**src/sv/a2b_pkg.sv**
```systemverilog
`default_nettype none
package a2b_pkg;

    // width of the accumulated nal length
    localparam int LEN_W = 32;

    // unit status codes
    localparam logic [1:0] ST_OK    = 2'd0;
    localparam logic [1:0] ST_CUT   = 2'd1;
    localparam logic [1:0] ST_SHORT = 2'd2;

    // start code bytes, last one is distinct
    localparam logic [7:0] SC_ZERO = 8'h00;
    localparam logic [7:0] SC_ONE  = 8'h01;
    localparam logic [1:0] SC_LAST = 2'd3;

    // one step's worth of results
    typedef struct packed {
        logic       start;      // four-beat start code instead of a single beat
        logic [7:0] data_byte;
        logic       data_valid;
        logic       unit_done;
        logic [1:0] status;
        logic [7:0] profile;
        logic [7:0] level;
    } a2b_desc_t;

endpackage
`default_nettype wire

```
**src/sv/a2b_parse.sv**
```systemverilog
`default_nettype none
module a2b_parse
    import a2b_pkg::*;
(
    input  wire logic       clk,
    input  wire logic       rst_n,
    input  wire logic       accept,
    input  wire logic       mode,
    input  wire logic [7:0] in_byte,
    input  wire logic       last_byte,
    output logic            push,
    output a2b_desc_t       desc
);

    localparam logic [3:0] PH_START   = 4'd0;
    localparam logic [3:0] PH_HDR0    = 4'd1;
    localparam logic [3:0] PH_HDR1    = 4'd2;
    localparam logic [3:0] PH_HDR2    = 4'd3;
    localparam logic [3:0] PH_HDR3    = 4'd4;
    localparam logic [3:0] PH_HDR4    = 4'd5;
    localparam logic [3:0] PH_HDR5    = 4'd6;
    localparam logic [3:0] PH_SPS_LEN = 4'd7;
    localparam logic [3:0] PH_SPS_PAY = 4'd8;
    localparam logic [3:0] PH_PPS_CNT = 4'd9;
    localparam logic [3:0] PH_PPS_LEN = 4'd10;
    localparam logic [3:0] PH_PPS_PAY = 4'd11;
    localparam logic [3:0] PH_FRM_LEN = 4'd12;
    localparam logic [3:0] PH_FRM_PAY = 4'd13;
    localparam logic [3:0] PH_TAIL    = 4'd14;

    typedef struct packed {
        logic [3:0]       phase;
        logic [LEN_W-1:0] acc;
        logic [2:0]       seen;
        logic [LEN_W-1:0] left;
        logic [1:0]       lsm1;
        logic [4:0]       sps;
        logic [7:0]       pps;
        logic [7:0]       prof;
        logic [7:0]       lvl;
    } a2b_state_t;

    a2b_state_t st_reg;
    a2b_state_t st_next;

    // end of one nal: move to the next one or on to the next section
    function automatic a2b_state_t nal_done(input a2b_state_t s_in);
        a2b_state_t s;
        s      = s_in;
        s.acc  = '0;
        s.seen = '0;
        s.left = '0;
        if (s.phase == PH_SPS_LEN || s.phase == PH_SPS_PAY)
        begin
            s.sps   = s.sps - 5'd1;
            s.phase = (s.sps != '0) ? PH_SPS_LEN : PH_PPS_CNT;
        end
        else if (s.phase == PH_PPS_LEN || s.phase == PH_PPS_PAY)
        begin
            s.pps   = s.pps - 8'd1;
            s.phase = (s.pps != '0) ? PH_PPS_LEN : PH_TAIL;
        end
        else
        begin
            s.phase = PH_FRM_LEN;
        end
        return s;
    endfunction

    always_comb
    begin
        a2b_state_t s;
        a2b_desc_t  d;
        logic       has;
        logic [2:0] size;
        s    = st_reg;
        d    = '0;
        has  = 1'b0;
        size = 3'd2;
        if (accept)
        begin
            if (s.phase == PH_START)
            begin
                s.phase = mode ? PH_HDR0 : PH_FRM_LEN;
                s.acc   = '0;
                s.seen  = '0;
                s.left  = '0;
            end
            case (s.phase)
                PH_HDR0: s.phase = PH_HDR1;
                PH_HDR1:
                begin
                    s.prof  = in_byte;
                    s.phase = PH_HDR2;
                end
                PH_HDR2: s.phase = PH_HDR3;
                PH_HDR3:
                begin
                    s.lvl   = in_byte;
                    s.phase = PH_HDR4;
                end
                PH_HDR4:
                begin
                    s.lsm1  = in_byte[1:0];
                    s.phase = PH_HDR5;
                end
                PH_HDR5:
                begin
                    s.sps   = in_byte[4:0];
                    s.acc   = '0;
                    s.seen  = '0;
                    s.phase = (s.sps != '0) ? PH_SPS_LEN : PH_PPS_CNT;
                end
                PH_PPS_CNT:
                begin
                    s.pps   = in_byte;
                    s.acc   = '0;
                    s.seen  = '0;
                    s.phase = (s.pps != '0) ? PH_PPS_LEN : PH_TAIL;
                end
                PH_SPS_LEN, PH_PPS_LEN, PH_FRM_LEN:
                begin
                    if (s.phase == PH_FRM_LEN)
                    begin
                        size = {1'b0, s.lsm1} + 3'd1;
                    end
                    s.acc  = {s.acc[LEN_W-9:0], in_byte};
                    s.seen = s.seen + 3'd1;
                    if (s.seen >= size)
                    begin
                        if (s.acc != '0 && last_byte)
                        begin
                            // length done but unit ends, no start code
                            s.phase = s.phase + 4'd1;
                        end
                        else
                        begin
                            has     = 1'b1;
                            d.start = 1'b1;
                            if (s.acc == '0)
                            begin
                                s = nal_done(s);
                            end
                            else
                            begin
                                s.left  = s.acc;
                                s.acc   = '0;
                                s.seen  = '0;
                                s.phase = s.phase + 4'd1;
                            end
                        end
                    end
                end
                PH_SPS_PAY, PH_PPS_PAY, PH_FRM_PAY:
                begin
                    has          = 1'b1;
                    d.data_byte  = in_byte;
                    d.data_valid = 1'b1;
                    if (s.left != '0)
                    begin
                        s.left = s.left - {{(LEN_W-1){1'b0}}, 1'b1};
                    end
                    if (s.left == '0)
                    begin
                        s = nal_done(s);
                    end
                end
                default: s.phase = PH_TAIL;
            endcase
            if (last_byte)
            begin
                has         = 1'b1;
                d.unit_done = 1'b1;
                if (s.phase inside {[PH_HDR0:PH_HDR5]})
                begin
                    d.status = ST_SHORT;
                end
                else if (s.phase inside {PH_SPS_PAY, PH_PPS_PAY, PH_FRM_PAY})
                begin
                    d.status = ST_CUT;
                end
                else if (s.phase inside {PH_SPS_LEN, PH_PPS_LEN, PH_FRM_LEN} &&
                         s.seen != '0)
                begin
                    d.status = ST_CUT;
                end
                else
                begin
                    d.status = ST_OK;
                end
                s.phase = PH_START;
                s.acc   = '0;
                s.seen  = '0;
                s.left  = '0;
            end
        end
        d.profile = s.prof;
        d.level   = s.lvl;
        st_next   = s;
        push      = has;
        desc      = d;
    end

    always_ff @(posedge clk or negedge rst_n)
    begin
        if (!rst_n)
        begin
            st_reg <= '{phase: PH_START, acc: '0, seen: '0, left: '0, lsm1: 2'd3,
                        sps: '0, pps: '0, prof: '0, lvl: '0};
        end
        else
        begin
            st_reg <= st_next;
        end
    end

endmodule
`default_nettype wire

```
**src/sv/a2b_emit.sv**
```systemverilog
`default_nettype none
module a2b_emit
    import a2b_pkg::*;
(
    input  wire logic       clk,
    input  wire logic       rst_n,
    input  wire logic       push,
    input  wire a2b_desc_t  desc,
    output logic            space,
    output logic            out_valid,
    input  wire logic       out_ready,
    output logic [7:0]      out_byte,
    output logic            byte_valid,
    output logic            run_last,
    output logic            unit_done,
    output logic [1:0]      status,
    output logic [7:0]      profile,
    output logic [7:0]      level
);

    a2b_desc_t  mem [2];
    logic       head_reg;
    logic       tail_reg;
    logic [1:0] count_reg;
    logic [1:0] idx_reg;

    a2b_desc_t  hd;
    logic       beat;
    logic       pop;

    assign hd        = mem[head_reg];
    assign out_valid = (count_reg != 2'd0);
    assign space     = (count_reg != 2'd2);
    assign run_last  = !hd.start || (idx_reg == SC_LAST);
    assign beat      = out_valid && out_ready;
    assign pop       = beat && run_last;

    always_comb
    begin
        if (hd.start)
        begin
            out_byte   = (idx_reg == SC_LAST) ? SC_ONE : SC_ZERO;
            byte_valid = 1'b1;
        end
        else
        begin
            out_byte   = hd.data_byte;
            byte_valid = hd.data_valid;
        end
        unit_done = hd.unit_done && run_last;
        status    = run_last ? hd.status : ST_OK;
        profile   = hd.profile;
        level     = hd.level;
    end

    always_ff @(posedge clk)
    begin
        if (push)
        begin
            mem[tail_reg] <= desc;
        end
    end

    always_ff @(posedge clk or negedge rst_n)
    begin
        if (!rst_n)
        begin
            head_reg  <= 1'b0;
            tail_reg  <= 1'b0;
            count_reg <= 2'd0;
            idx_reg   <= 2'd0;
        end
        else
        begin
            if (push)
            begin
                tail_reg <= !tail_reg;
            end
            if (pop)
            begin
                head_reg <= !head_reg;
                idx_reg  <= 2'd0;
            end
            else if (beat)
            begin
                idx_reg <= idx_reg + 2'd1;
            end
            count_reg <= count_reg + {1'b0, push} - {1'b0, pop};
        end
    end

endmodule
`default_nettype wire

```
**src/sv/avcc_to_annexb_converter.sv**
```systemverilog
// the results of a byte are registered in the result queue and offered from its head
// throughput: one input byte per cycle while the result queue has a free slot; a byte
// that completes a nal length gives a start code (00 00 00 01) as output beats
// a two-entry result queue parts input ready from output ready
// reset (rst_n low, asynchronous) returns the parser to unit start with
// four-byte lengths, clears profile and level and empties the result queue
`default_nettype none
module avcc_to_annexb_converter
    import a2b_pkg::*;
(
    input  wire logic       clk,
    input  wire logic       rst_n,
    input  wire logic       in_valid,
    output logic            in_ready,
    input  wire logic       mode,
    input  wire logic [7:0] in_byte,
    input  wire logic       last_byte,
    output logic            out_valid,
    input  wire logic       out_ready,
    output logic [7:0]      out_byte,
    output logic            byte_valid,
    output logic            run_last,
    output logic            unit_done,
    output logic [1:0]      status,
    output logic [7:0]      profile,
    output logic [7:0]      level
);

    // input beat taken whenever the result queue has a free slot
    logic      accept;
    logic      push;
    logic      space;
    a2b_desc_t desc;

    assign in_ready = space;
    assign accept   = in_valid && in_ready;

    // parser: phase tracking, length accumulation, record fields
    a2b_parse u_parse (
        .clk       (clk),
        .rst_n     (rst_n),
        .accept    (accept),
        .mode      (mode),
        .in_byte   (in_byte),
        .last_byte (last_byte),
        .push      (push),
        .desc      (desc)
    );

    // emitter: queues each byte's results and expands start codes into beats
    a2b_emit u_emit (
        .clk        (clk),
        .rst_n      (rst_n),
        .push       (push),
        .desc       (desc),
        .space      (space),
        .out_valid  (out_valid),
        .out_ready  (out_ready),
        .out_byte   (out_byte),
        .byte_valid (byte_valid),
        .run_last   (run_last),
        .unit_done  (unit_done),
        .status     (status),
        .profile    (profile),
        .level      (level)
    );

endmodule
`default_nettype wire

```
**config.mk**
```make
export PLATFORM = sky130hd
export DESIGN_NAME = avcc_to_annexb_converter
export DESIGN_NICKNAME = d
export VERILOG_FILES = /design/src/sv/a2b_pkg.sv /design/src/sv/a2b_parse.sv /design/src/sv/a2b_emit.sv /design/src/sv/avcc_to_annexb_converter.sv
export SDC_FILE = /design/constraint.sdc
export NUM_CORES = 1
export LEC_CHECK = 0
export BUFFER_PORTS_ARGS = -buffer_cell sky130_fd_sc_hd__buf_2
export CAP_MARGIN = 20
export CORE_MARGIN = 8
export CORE_UTILIZATION = 65
export DETAILED_ROUTE_END_ITERATION = 6
export PLACE_DENSITY = 0.94
export SYNTH_ARGS = -nofsm -noshare
export SYNTH_HDL_FRONTEND = slang
export SYNTH_SLANG_ARGS = --single-unit
```
**constraint.sdc**
```tcl
create_clock -name clk -period 14.8 [get_ports clk]
set_input_delay 2.22 -clock clk [delete_from_list [all_inputs] [get_ports clk]]
set_output_delay 2.22 -clock clk [all_outputs]
set_load 0.03 [all_outputs]
```
# Word-level counts from Yosys, hierarchy flattened
# Memories as Yosys holds them, arrays and structs flattened.
# Cells that the tools add are included.
dict set report op_classes {
  addsub 9
  order_cmp 3
  eq_ne 25
  n_mux 56
  n_bitwise 2
  reduce_logical 35
}
# operator count
set ops {}
lappend ops {{$mux W71} 4}
lappend ops {{$mux W102} 2}
lappend ops {{$pmux W35 S3} 1}
lappend ops {{$mux W98} 1}
lappend ops {{$mux W32} 3}
lappend ops {{$pmux W8 S3} 3}
lappend ops {{$logic_not A32 Y1} 2}
lappend ops {{$pmux W32 S2} 1}
lappend ops {{$reduce_bool A32 Y1} 2}
lappend ops {{$eq A4 B4 Y1 const B} 11}
lappend ops {{$pmux W4 S9} 1}
lappend ops {{$mux W35} 1}
lappend ops {{$sub A32 B1 Y32 const B} 1}
lappend ops {{$mux W29} 1}
lappend ops {{$mux W4} 7}
lappend ops {{$mux W8} 3}
lappend ops {{$eq A4 B3 Y1 const B} 5}
lappend ops {{$mux W3} 6}
lappend ops {{$mux W16} 1}
lappend ops {{$reduce_bool A8 Y1} 2}
lappend ops {{$pmux W5 S3} 1}
lappend ops {{$reduce_bool A3 Y1} 5}
lappend ops {{$mux W13} 1}
lappend ops {{$reduce_and A6 Y1} 2}
lappend ops {{other kinds (32)} 63}
dict set report word_totals {
  register_bits 108
  ramBits 58
  inputBits 14
  output_inout_bits 31
  wordCells 144
  n_memories 1
}
# name depth word_bits read_ports rd_clocked_by_memory_dff write_ports line
set mem_list {}
lappend mem_list {u_emit.mem 2 29 1 0 1 a2b_emit.sv:21} ;# a2b_desc_t mem [2];

# Depth between registers and ports, before layout
# Gate-level depths: netlist of the first run.
dict set report logic_depth {
  word_depth 20
  mapped_depth 25
  ltp_nobuf 16
}

# Hierarchy
# Synthesis of the first run repeated with hierarchy kept, for this count alone.
dict set report hier_totals {
  hier_cells 993
  area_unflattened_um2 9708.1
}
# mod instances cells_each area_each_um2 seq_area_each_um2
set modules_own_cells {}
lappend modules_own_cells {a2b_parse 1 856 7221.9 2354.8}
lappend modules_own_cells {a2b_emit 1 136 2479.9 1891.8}
lappend modules_own_cells {avcc_to_annexb_converter 1 1 6.3 0.0}

# Least setup slack after synthesis of the first run
# No wires, ideal clock.
dict set report synth_timing {
  path_type {reg2reg}
  startpoint {register u_parse.st_reg[98] (netlist name)}
  endpoint {memory u_emit.mem[0][17] (netlist name) (data pin)}
  arrival_time_ns 5.329
  required_ns 14.618
  setup_slack_ns 9.290
  stages_incl_launch_ff 24
  path_buffers 8
  synth_period_minus_slack_ns 5.510
  path_cell_list {dfrtp_1 buf_2 or4_1 clkbuf_1 clkbuf_1 clkbuf_1 clkbuf_1 buf_1 nand2_1 ha_1 clkbuf_1 nor3b_1 nand2_1 o311a_1 nor4_1 nand3_1 or4_4 nor3_4 and2_1 buf_6 a22oi_2 o311ai_4 nor3_1 nor4_2}
}
# item line
set synth_rtl {}
lappend synth_rtl {{start: declaration} a2b_parse.sv:43} ;# a2b_state_t st_reg;
lappend synth_rtl {{start signal: assignment} a2b_parse.sv:208} ;# st_reg <= '{phase: PH_START, acc: '0, seen: '0, left: '0, lsm1: 2'd3,
lappend synth_rtl {{start signal: assignment} a2b_parse.sv:213} ;# st_reg <= st_next;
lappend synth_rtl {{end: declaration} a2b_emit.sv:21}

# Worst setup path after layout of the first run
dict set report layout_timing {
  startpoint {register u_parse.st_reg[98] (netlist name)}
  endpoint {register u_parse.st_reg[85] (netlist name)}
}
dict set report layout_via {
  elab_chain_cells 12
  elab_cells_between_ends 33
  classes_between {2 x add/sub; 1 x order compare; 8 x eq/ne; 14 x mux; 8 x reduce/logical}
}
# item line
set layout_lines {}
lappend layout_lines {{$logic_not A4 Y1} a2b_parse.sv:82} ;# if (s.phase == PH_START)
lappend layout_lines {{$mux W71 (*)} a2b_parse.sv:82}
lappend layout_lines {{$mux W71 (*)} a2b_parse.sv:80} ;# if (accept)
lappend layout_lines {{$sub A32 B1 Y32 (tied with other cells)} a2b_parse.sv:161} ;# s.left = s.left - {{(LEN_W-1){1'b0}}, 1'b1};
lappend layout_lines {{$mux W32 / $mux W3 (equally long branches)} {a2b_parse.sv:159, a2b_parse.sv:123}}
lappend layout_lines {{$mux W32 / $mux W3 (equally long branches)} a2b_parse.sv:89} ;# case (s.phase)
lappend layout_lines {{$mux W32 / $mux W3 (equally long branches)} a2b_parse.sv:80}
lappend layout_lines {{$logic_not A32 Y1 / $ge A3 B3 Y1 (equally long branches)} {a2b_parse.sv:163, a2b_parse.sv:129}}
lappend layout_lines {{$mux W102 (on tied branches)} {a2b_parse.sv:163, a2b_parse.sv:129}}
lappend layout_lines {{$pmux W35 S3 (*)} a2b_parse.sv:89}
lappend layout_lines {{$mux W35 (*)} a2b_parse.sv:80}
lappend layout_lines {{$mux W71 (*)} a2b_parse.sv:170} ;# if (last_byte)
# Every way passes the cells marked *; elsewhere a longest branch is shown, timed or not. The select of a mux whose other input is x is not followed.
# A chain may end at the register's enable or synchronous reset.

==> results of run 1 <==
[where the power goes]
| group | leakage [nW] | switching [mW] | internal (mW) |
|---|---|---|---|
| Sequential | 1.86 | 0.113 | 0.587 |
| Combinational | 2.07 | 1.03 | 0.504 |
| Clock | 0.277 | 0.205 | 0.237 |
[synthesized netlist by cell type, types with 11 or more instances]
master | count | area share, %
and3_1 | 14 | 0.93
ha_1 | 13 | 1.7
a31oi_1 | 17 | 1.1
nor2b_1 | 14 | 0.93
xnor2_1 | 11 | 1.0
dfrtp_1 | 98 | 26
nand3_1 | 25 | 1.3
nor4_1 | 21 | 1.4
buf_2 | 13 | 0.69
mux2i_1 | 17 | 1.8
or4_1 | 11 | 0.87
a22o_1 | 41 | 3.8
a21oi_1 | 47 | 2.5
nor2_1 | 85 | 3.4
nand4_1 | 11 | 0.73
nor3_1 | 36 | 1.9
inv_1 | 21 | 0.83
clkbuf_1 | 47 | 1.9
o22ai_1 | 11 | 0.73
edfxtp_1 | 58 | 18
nand2_1 | 99 | 3.9
o21ai_0 | 75 | 4.0
mux2_2 | 37 | 4.4
[kinds of logic after synthesis]
group	synth area share [%]
buf+inv	3.95
fa+ha+maj	1.72
simple gates	19.8
compound gates	21.9
flops	44.9
xor+xnor	1.57
mux	6.20
[metrics by stage]
step	std cells	total power [mW]	cell area (um^2)
after CTS	1209	2.61	10300
after detailed placement	1177	2.15	9770
after global placement	1177	2.11	9770
after floorplan	1004	1.77	9460
final	1209	2.68	10300
after global routing	1209	2.80	10300
[worst max path at each step]
stage / to / slack (ns) / from / depth (start not counted)
global placement: u_parse.st_reg[24]$_DFFE_PN0P_ / 8.61 / mode / 15
detailed placement: u_parse.st_reg[24]$_DFFE_PN0P_ / 8.47 / mode / 15
floorplan: u_emit.mem[0][17]$_DFFE_PP_ / 9.29 / u_parse.st_reg[98]$_DFFE_PN0P_ / 23
finish: u_parse.st_reg[85]$_DFFE_PN0P_ / 8.48 / u_parse.st_reg[98]$_DFFE_PN0P_ / 16
CTS: u_parse.st_reg[85]$_DFFE_PN0P_ / 8.74 / u_parse.st_reg[98]$_DFFE_PN0P_ / 16
global route: u_parse.st_reg[85]$_DFFE_PN0P_ / 8.19 / u_parse.st_reg[98]$_DFFE_PN0P_ / 16
[routing by layer]
metal | part of all wire [%] | vias to the layer above | track usage, %
met2 | 44 | 858 | 48.1
met5 | 0.080 | - | 0
met3 | 14 | 223 | 9.47
met4 | 6.5 | 4 | 19.5
li1 | - | 3810 | -
met1 | 35 | 4223 | 41.8
[critical path, stage by stage, from the launching register on]
cell and delay (ns):
dfrtp_1 0.70, or4_1 0.64, buf_4 0.32, nand2_1 0.19, ha_1 0.56, nor3b_1 0.43, nand2_1 0.20, nor3_1 0.50
nor2_1 0.29, o311ai_0 0.24, nand4_1 0.18, and4b_1 0.42, and2_1 0.39, o21ai_1 0.16, nand2_1 0.09, nand2_1 0.44
a22o_1 0.43
[final cells by class]
| type | instances | area share [%] |
|---|---|---|
| sequential | 158 | 41.1 |
| clock inverter | 15 | 1.44 |
| tap | 184 | 2.23 |
| inverter | 21 | 0.762 |
| multi-input combinational | 753 | 47.0 |
| clock buffer | 17 | 4.11 |
| timing repair buffer | 61 | 3.39 |
==> run metrics, run 1 <==
ys async rst share 63.3%; max cap viols 0; CTS Hold Buffers Added 0; CTS tree built; Period minus WS final 6.32 ns; final net count 1039; status finished with violations; post-route core utilization 72.0%; vias in the first global route 8544; P_leak 4.21 nW; final WL 30100 um; fraction of the cycle the final worst path needs 42.7%; relative slew slack 31.9%; port bufs 44; Avg Inst Size Synth 9.42 um^2; Synth-to-Final Area Change 9.30%; DP Worst Slack 8.47 ns; share of cells above drive strength 1 15.4%; Iteration-0 DRC Markers 1794; first-pass GRT wire length 46600 um; number of synthesized register bits 158; antenna diode count 0; grt total ovfl 0; Crit Path Class register to register; Hold Crit Class register to register; Die Ht 137 um; Residual DRC 30; Worst R2R Setup Slack 8.48 ns; number of flip-flops in the largest register 94; Final Hold Viols 0; total global-route track usage 32.6%; Cell Rows 44; end of the worst register-to-register path u_parse.st_reg[85]$_DFFE_PN0P_; data required time of the worst path 15.12 ns; Worst Setup Start Kind register; DR vias/cell 7.54; Post-CTS Setup Bufs 0; max-slew violation count 0; Cells after Synth 1004; largest net degree at the start of global routing 60; HPWL Detailed 19100 um; Critical Path AT 6.64 ns; post_cts resized 0; WHS 0.495 ns; Post-synth EDFFs 58; fill count 955; Worst Setup Slack, final 8.48 ns; Seq/Total Area, Yosys 44.9%; die width 137 um; commonest non-fill, non-tap cell in the layout nand2_1; Max FO, Critical Path 47; Peak VDD IR 0.136 mV; hold path start u_emit.idx_reg[1]$_DFFE_PN0P_; initial antenna violation count 1; Reg-to-Reg Start u_parse.st_reg[98]$_DFFE_PN0P_; Least-Margin Pin Slew 1.02 ns; WL per Instance 24.9 um; pwr dens 259 mW/mm^2; Seq. cell area 0.00425 mm^2; clock latency on the worst-skew pair 0.45 ns; DRT Pass-1 Iters 7; most frequent cells in the layout 99 x nand2_1, 98 x dfrtp_1, 81 x nor2_1; CORE AREA 0.0144 mm^2; clock skew 0.0127 ns; die footprint 0.0187 mm^2; WHS Endpoint u_emit.idx_reg[1]$_DFFE_PN0P_; Final ANT Viol Nets 0; failing checks DRC; critical path capture point type register; Ys Warns 0; multi-input logic area 0.00486 mm^2; R2R cell count 16; fmax 0.158 GHz; Primary FF master, synth dfrtp_1; Longest Clk Path Bufs 2; clock slew at reported path FFs 0.07 ns; post-synth design cell area 0.00946 mm^2; net count of the mapped netlist 1031; starting density of the core 65.8%; RSZ-0062 raised after global routing false; clk sinks 158; DR vias 9118; Distinct cells, synth 81; CTS HTree Levels 4; IO Pins 45; Root Driver clkbuf_16; Setup TNS 0 ns; clock buffer count from CTS 17; RD Place Congestion 1.01; Setup-failing EPs final 0; WHS Path Cells 2
No activity file was read; power rests on OpenSTA's default activity.
==> run 2: changes to the inputs <==
- ABC_AREA: default -> 1
- CORE_UTILIZATION: 65 -> 63
- PLACE_DENSITY: 0.94 -> 0.91
- clock period: 14.8 -> 6.4 ns (I/O delays scaled with it)
==> run metrics, run 2 <==
status completed; mux share of post-synthesis cell area 0.0993% (-6.1 points); clk sinks 158 (unchanged); Synth top cells by count 364 x nand2_1, 170 x nor2_1, 142 x inv_1; critical path capture point type register; clock latency on the worst-skew pair 0.44 ns (about the same); final WL 29000 um (-3.5%); Cell Rows 46 (+4.5%); Synth area leader dfrtp_1; Post-synth EDFFs 58 (unchanged); Max FO, Critical Path 38 (-19%); crit-path cells nor2_2, nand2_2, inv_2, nor2_1, ha_1, xor2_1, ha_1, a21oi_1, o21ai_0, a31oi_1, a21oi_4, inv_1, nor2_1, o31ai_1, ha_1, inv_1, ha_1, xnor2_1; RD Place Congestion 1.03 (+1.5%); max cap viols 0 (unchanged); max incr delay on CP 0.63 ns (-0.07 ns); Final Hold Viols 0 (unchanged); Worst Setup Slack, final 1.50 ns (-6.98 ns); DR vias/cell 6.19 (-18%); fraction of the cycle the final worst path needs 76.6% (+34 points); Iteration-0 DRC Markers 1500 (-16%); Seq/Total Area, Yosys 42.1% (-2.8 points); initial antenna violation count 0 (-1); Primary FF master, synth dfrtp_1; commonest non-fill, non-tap cell in the layout nand2_1; relative slew slack 35.9% (+4.0 points); Met2 Routed Length 12900 um (-2.8%); Hold Crit Class input port to asynchronous set/reset pin; share of cells above drive strength 1 10.9% (-4.5 points); Residual DRC 0 (-100%); post_cts resized 0 (unchanged); top-area cell type share of the netlist area 24.3% (-1.6 points); port bufs 44 (unchanged); Largest delay share family, worst path compound AO/OA/AOI/OAI gates; Period minus WS final 4.90 ns (-1.42 ns); Longest Clk Path Bufs 2 (unchanged); Synth-to-Final Area Change 9.31% (about the same); Post-Synth Simple-Gate Area 26.7% (+7.0 points); DRT Pass-1 Iters 6 (-1); Distinct cells, synth 45 (-44%); Crit Path Class register to register; post-synth design cell area 0.0101 mm^2 (+6.6%); ys async rst share 63.3% (unchanged); met3 wire length 3520 um (-19%); vias in the first global route 9147 (+7.1%); DP Worst Slack 1.64 ns (-6.83 ns); wl on met1 11500 um (+9.1%); clock buffer count from CTS 17 (unchanged); CTS Hold Buffers Added 0 (unchanged); xor/xnor share of the synthesized area 2.00% (+0.42 points); clock skew 0.0101 ns (-0.00259 ns); largest net degree at the start of global routing 78 (+30%); first-pass GRT wire length 46700 um (+0.13%); Avg Inst Size Synth 7.45 um^2 (-21%); fill count 1313 (+37%); CTS tree built; die width 143 um (+4.3%); HPWL Detailed 19500 um (+1.8%); final net count 1396 (+34%); Critical Path AT 5.27 ns (-1.37 ns); CORE AREA 0.0158 mm^2 (+9.8%); crit-path most repeated cell ha_1; Buf/Inv on CP 3 (+2); net count of the mapped netlist 1380 (+34%); grt total ovfl 0 (unchanged); Least-Margin Pin Slew 0.957 ns (-0.0636 ns); clock slew at reported path FFs 0.08 ns (about the same); IO Pins 45 (unchanged); fmax 0.204 GHz (+29%); die footprint 0.0203 mm^2 (+8.8%); Root Driver clkbuf_16; Crit-path slowest cell o31ai_1; top post-synthesis cells by area dfrtp_1 24%, edfxtp_1 17%, nand2_1 14%; adder-cell share of the synthesized area 1.61% (-0.11 points); max-slew violation count 0 (unchanged); number of flip-flops in the largest register 94 (unchanged); Setup-failing EPs final 0 (unchanged); starting density of the core 63.9% (-1.9 points); Worst Setup Start Kind register; largest family of logic cells by synthesized area simple AND/OR/NAND/NOR gates; Ys Warns 0 (unchanged); Final ANT Viol Nets 0 (unchanged); Compound-Gate Fraction of Synth Area 18.8% (-3.1 points); CTS HTree Levels 4 (unchanged); Cells after Synth 1353 (+35%); Setup TNS 0 ns (unchanged); most frequent cells in the layout 364 x nand2_1, 167 x nor2_1, 142 x inv_1; data required time of the worst path 6.76 ns (-8.36 ns); Seq. cell area 0.00425 mm^2 (unchanged); antenna diode count 0 (unchanged); post-route core utilization 69.9% (-2.1 points); RSZ-0062 raised after global routing false; WL per Instance 18.2 um (-27%); multi-input logic area 0.00498 mm^2 (+2.5%); total global-route track usage 29.1% (-3.5 points); number of synthesized register bits 158 (unchanged); Top Metal Used met4; count leader, synth nand2_1; Die Ht 143 um (+4.3%); DR vias 9886 (+8.4%); Post-CTS Setup Bufs 0 (unchanged)
[run 2: logic make-up after synthesis]
logic type / after synthesis
and+or+nand+nor: 639
xor gates and xnor gates: 23
AOI/OAI and AO/OA: 310
buffers and inverters: 209
adders and majority gates: 13
DFF: 158
muxes: 1
[run 2: layout make-up]
class                      instances  share of cell area [%]
multi-input combinational        986                    45.2
sequential                       158                    38.5
inverter                         149                    5.10
clock buffer                      17                    3.86
timing repair buffer              57                    3.09
tap                              216                    2.45
clock inverter                    15                    1.77
[run 2: metrics by stage]
stage	cells	hold slack (ns)	cell area (um^2)
after floorplan	1353	0.447	10100
after global placement	1565	0.463	10400
after detailed placement	1565	0.480	10400
after CTS	1597	0.421	11000
after global routing	1598	0.438	11000
final	1598	0.408	11000
[run 2: worst paths after layout]
check / start / endpoint / slack (ns) / cells after the start
hold / removal: rst_n / u_parse.st_reg[59]$_DFFE_PN0P_ / 0.41 / 1
setup / recovery: u_parse.st_reg[99]$_DFFE_PN0P_ / u_emit.count_reg[1]$_DFF_PN0_ / 1.50 / 18
min in group clk: u_parse.st_reg[62]$_DFFE_PN0P_ / u_parse.st_reg[62]$_DFFE_PN0P_ / 0.50 / 2
setup reg to reg: u_parse.st_reg[99]$_DFFE_PN0P_ / u_emit.count_reg[1]$_DFF_PN0_ / 1.50 / 18
max in group asynchronous: rst_n / u_parse.st_reg[30]$_DFFE_PN1P_ / 5.04 / 3
hold reg to reg: u_parse.st_reg[62]$_DFFE_PN0P_ / u_parse.st_reg[62]$_DFFE_PN0P_ / 0.50 / 2
[run 2: routing by layer]
metal | GRT usage [%] | up-vias
li1 | - | 4549
met1 | 37.9 | 4551
met2 | 45.0 | 662
met3 | 7.25 | 124
met4 | 12.9 | 0
met5 | 0 | -
[run 2: worst reg2reg max path, stage by stage (launching register included)]
cell and delay, ns:
dfrtp_1 0.46, nor2_2 0.15, nand2_2 0.07, inv_2 0.57, nor2_1 0.25, ha_1 0.27, xor2_1 0.18, ha_1 0.34
a21oi_1 0.12, o21ai_0 0.09, a31oi_1 0.51, a21oi_4 0.04, inv_1 0.37, nor2_1 0.11, o31ai_1 0.63, ha_1 0.35
inv_1 0.06, ha_1 0.15, xnor2_1 0.12
Power of run 2 is not shown: default switching activity piles up to over one toggle a cycle in this logic, so the estimate is an artifact.
